### src/sme_pkg.sv
// Package for the stack machine execute block: word types, opcodes, error codes.
// No dependencies.
`timescale 1ns / 1ps
package sme_pkg;

  typedef struct packed {
    logic [7:0]         func;
    logic signed [23:0] immediate;
    logic signed [31:0] read_value;
  } sme_in_t;

  typedef struct packed {
    logic [23:0]        next_pc;
    logic               halted;
    logic               out_valid;
    logic               out_is_char;
    logic signed [31:0] out_value;
    logic [2:0]         error_code;
  } sme_out_t;

  localparam logic [7:0] OP_HALT = 8'd0,  OP_PUSHC = 8'd1,  OP_ADD = 8'd2,  OP_SUB = 8'd3;
  localparam logic [7:0] OP_MUL = 8'd4,   OP_DIV = 8'd5,    OP_MOD = 8'd6,  OP_RDINT = 8'd7;
  localparam logic [7:0] OP_WRINT = 8'd8, OP_RDCHR = 8'd9,  OP_WRCHR = 8'd10;
  localparam logic [7:0] OP_PUSHG = 8'd11, OP_POPG = 8'd12, OP_ASF = 8'd13, OP_RSF = 8'd14;
  localparam logic [7:0] OP_PUSHL = 8'd15, OP_POPL = 8'd16, OP_EQ = 8'd17, OP_NE = 8'd18;
  localparam logic [7:0] OP_LT = 8'd19, OP_LE = 8'd20, OP_GT = 8'd21, OP_GE = 8'd22;
  localparam logic [7:0] OP_JMP = 8'd23, OP_BRF = 8'd24, OP_BRT = 8'd25, OP_CALL = 8'd26;
  localparam logic [7:0] OP_RET = 8'd27, OP_DROP = 8'd28, OP_PUSHR = 8'd29, OP_POPR = 8'd30;
  localparam logic [7:0] OP_DUP = 8'd31;

  localparam logic [2:0] ERR_NONE = 3'd0, ERR_OVER = 3'd1, ERR_UNDER = 3'd2, ERR_DIV0 = 3'd3;
  localparam logic [2:0] ERR_GIDX = 3'd4, ERR_LIDX = 3'd5, ERR_BADOP = 3'd6;

  localparam logic [31:0] IMM_EXT = 32'hFF00_0000;

  // classification attached by the front end
  typedef struct packed {
    logic pops2;    // binary arithmetic/compare
    logic is_div;   // div or mod
    logic bad_op;
  } sme_cls_t;

  typedef struct packed {
    sme_in_t  word;
    sme_cls_t cls;
  } sme_q_t;

endpackage

### src/sme_front.sv
// Front end: accepts instruction words, classifies, and queues them (two entries).
// Depends on sme_pkg.
`timescale 1ns / 1ps
module sme_front import sme_pkg::*; (
  input  logic    clk,
  input  logic    rst_n,
  input  logic    in_valid,
  output logic    in_ready,
  input  sme_in_t in_word,
  output logic    q_valid,
  input  logic    q_pop,
  output sme_q_t  q_head
);
  sme_q_t     ent_r [2];
  logic       rd_r, wr_r;
  logic [1:0] cnt_r;
  sme_q_t     new_q;
  logic       push;

  always_comb begin
    new_q.word = in_word;
    new_q.cls.pops2 = (in_word.func >= OP_ADD && in_word.func <= OP_MOD) ||
                      (in_word.func >= OP_EQ && in_word.func <= OP_GE);
    new_q.cls.is_div = in_word.func == OP_DIV || in_word.func == OP_MOD;
    new_q.cls.bad_op = in_word.func > OP_DUP;
  end

  assign in_ready = cnt_r != 2'd2;
  assign push     = in_valid && in_ready;
  assign q_valid  = cnt_r != 2'd0;
  assign q_head   = ent_r[rd_r];

  always_ff @(posedge clk) begin
    if (push) ent_r[wr_r] <= new_q;
    if (!rst_n) begin
      rd_r <= 1'b0; wr_r <= 1'b0; cnt_r <= 2'd0;
    end else begin
      if (push) wr_r <= ~wr_r;
      if (q_pop) rd_r <= ~rd_r;
      cnt_r <= cnt_r + {1'b0, push} - {1'b0, q_pop};
    end
  end
endmodule

### config.mk
export PLATFORM = sky130hd
export DESIGN_NAME = sme_front
export DESIGN_NICKNAME = d
export VERILOG_FILES = /design/src/sme_pkg.sv /design/src/sme_front.sv
export SDC_FILE = /design/constraint.sdc
export NUM_CORES = 1
export LEC_CHECK = 0
export BUFFER_PORTS_ARGS = -buffer_cell sky130_fd_sc_hd__buf_4
export CAP_MARGIN = 20
export CORE_MARGIN = 2
export CORE_UTILIZATION = 47
export DETAILED_ROUTE_END_ITERATION = 10
export PLACE_DENSITY = 0.75
export SYNTH_ARGS = -nofsm -noshare
export SYNTH_HDL_FRONTEND = slang
export SYNTH_SLANG_ARGS = --single-unit
### constraint.sdc
create_clock -name clk -period 4.3 [get_ports clk]
set_clock_uncertainty 0.1 [all_clocks]
set_input_delay 0.86 -clock clk [delete_from_list [all_inputs] [get_ports clk]]
set_output_delay 0.86 -clock clk [all_outputs]
set_load 0.05 [all_outputs]
==> metrics.yaml <==
layout:
  seq_area_mm2: 0.00413
  layout.cells.most_common: "buf_4"
  layout_common_cells: "137 x buf_4, 134 x edfxtp_1, 61 x mux2_2, 16 x clkbuf_16, 6 x mux2_1"
  num-fill-cells: 757
  multi_input_area_um2: 947
  syn_to_final_growth_pct: 35.9
  layout.nets: 456
  diodes: 0
  drive_above_1_share_pct: 59.1
  stdcell_area_mm2: 0.00693
floorplanning:
  die_y_um: 108
  initial_core_util_pct: 47.6
  dieArea_mm2: 0.0117
  ioPinCount: 137
  dieWidth_um: 108
  fp-row-count: 38
  core_area_mm2: 0.0107
worst_hold_path:
  hp-class: "in2reg"
timing:
  fin_setup_tns_ps: 0
  finalCritPeriodShare_pct: 71.1
  rsz0062_at_grt: "false"
  slew_violations: 0
  finalCriticalPeriod_ps: 3060
  slew_headroom_pct: 37.4
  worstMarginPinSlew_ps: 939
  hold_viol: 0
  finalSetupViolCount: 0
  fmax_ghz: 0.327
clock_network:
  cts-htree-levels: 4
  clk_pin_slew_ps: 60
  holdBufCountCts: 0
  cts.repair.resized: 0
  clock_latency_ps: 510
  clockBufferDepth: 2
  post_cts_buffers: 0
  cts_tree: "yes"
  cts_sinks: 139
  numCtsBuffers: 17
  cts-root-buf: "clkbuf_8"
place:
  place_congestion: 0.704
  io_buffer_count: 136
  place_area_mm2: 0.00628
  hpwl_um: 5420
detailed_routing:
  drtAntennaViolNets: 0
  vias: 2659
  dr.pass1.iters: 4
  drc_errors: 0
  wl_per_cell_um: 16.8
  wl_um: 9070
  drt_first_iter_violations: 122
  viasPerCell: 4.93
critical_path:
  cpMaxStageDelayCell: "dfxtp_4"
  path_buf_inv: 1
  slowest_delay_ps: 930
  path_max_fanout: 67
  cp_data_required_time_ps: 3340
  crit_family: "flip-flops"
  arrival_ps: 2100
  crit_type: "reg2out"
  path_cells: "mux2_2 > buf_4"
  start_kind: "register"
  cp-end-kind: "primary output"
synthesis:
  yosys_warnings: 0
  mappedNetlistArea_mm2: 0.00510
  ys_types: 21
  synth_seq_area_share_pct: 80.9
  synth_nets: 307
  synth_area_per_cell_um2: 21.5
  synth_cells: 237
  ys_ff_latch: 139
grt:
  antenna_found_initial: 0
  grt_pass1_vias: 2688
  grt_first_pass_wirelength_um: 13300
  overflow: 0
  grt_max_degree: 68
  track_usage_pct: 15.6
power:
  ir_drop_mv: 0.376
  power.density_mw_per_mm2: 629
  p_total_uw: 4360
  leakage_uw: 0.00258
run:
  max_cap_violations: 0
run_status:
  outcome: "finished, final reports clean"
## worst paths after layout
check,from,endpoint,slack [ps],cells past startpoint
max,register,q_head[50],1240,2
max reg2reg,cnt_r[0],ent_r[0][27],2310,4
min reg2reg,wr_r,wr_r,450,2
min,in_word[55],ent_r[0][58],430,1
## routing by layer
metal  GRT usage, %  wire, µm  up-vias
li1               -         -     1235
met1           18.8      3700     1323
met2           25.0      4630       95
met3           6.93       676        6
met4           5.49        61        0
met5              0         0        -
## state kept, by name, summed over array words and instances (netlist names), named ones only
register	count
cnt_r	2
rd_r	1
ent_r	134
wr_r	1
## synthesized netlist by cell type
| library cell | count | area (µm²) |
|---|---|---|
| buf_2 | 7 | 35.0 |
| xnor2_1 | 3 | 26.3 |
| and2_1 | 4 | 25.0 |
| mux2_1 | 6 | 67.6 |
| a311oi_1 | 1 | 8.76 |
| nor2_1 | 1 | 3.75 |
| or2_1 | 1 | 6.26 |
| inv_1 | 1 | 3.75 |
| dfxtp_1 | 5 | 100 |
| nand2_1 | 2 | 7.51 |
| or3_4 | 1 | 11.3 |
| edfxtp_1 | 134 | 4020 |
| or2_2 | 1 | 6.26 |
| nor4b_2 | 1 | 15.0 |
| mux2i_1 | 1 | 10.0 |
| xor2_1 | 1 | 8.76 |
| a211oi_1 | 1 | 7.51 |
| ha_1 | 2 | 25.0 |
| and3_1 | 1 | 6.26 |
| nand2b_1 | 2 | 12.5 |
| mux2_2 | 61 | 687 |
## logic make-up after synthesis
family / after synthesis / share of synthesized area [%]
adders and majority gates: 2 / 0.491
xor gates and xnor gates: 4 / 0.687
buffers and inverters: 8 / 0.761
DFF: 139 / 80.9
and+or+nand+nor: 14 / 1.84
AOI/OAI and AO/OA: 2 / 0.319
muxes: 68 / 15.0
## cell type report
| cell class | instances | share of cell area (%) |
|---|---|---|
| Inverter | 1 | 0.0542 |
| Multi-Input combinational cell | 90 | 13.7 |
| Clock buffer | 18 | 6.18 |
| Sequential cell | 139 | 59.6 |
| Tap cell | 140 | 2.53 |
| Clock inverter | 14 | 3.14 |
| Timing Repair Buffer | 137 | 14.8 |
## through the flow
stage	hold slack (ps)	setup WS, ps	std cells	util, %
final	432	1240	539	64.8
after global routing	396	1110	539	64.8
after CTS	404	1170	539	64.8
after detailed placement	436	1740	507	58.7
after global placement	405	1740	507	58.7
after floorplan	366	1020	237	-
## where the power goes
group / switching, µW / internal [µW]
Sequential: 69.1 / 1720
Clock: 538 / 1020
Combinational: 688 / 329
No activity file was read; power rests on OpenSTA's default activity.
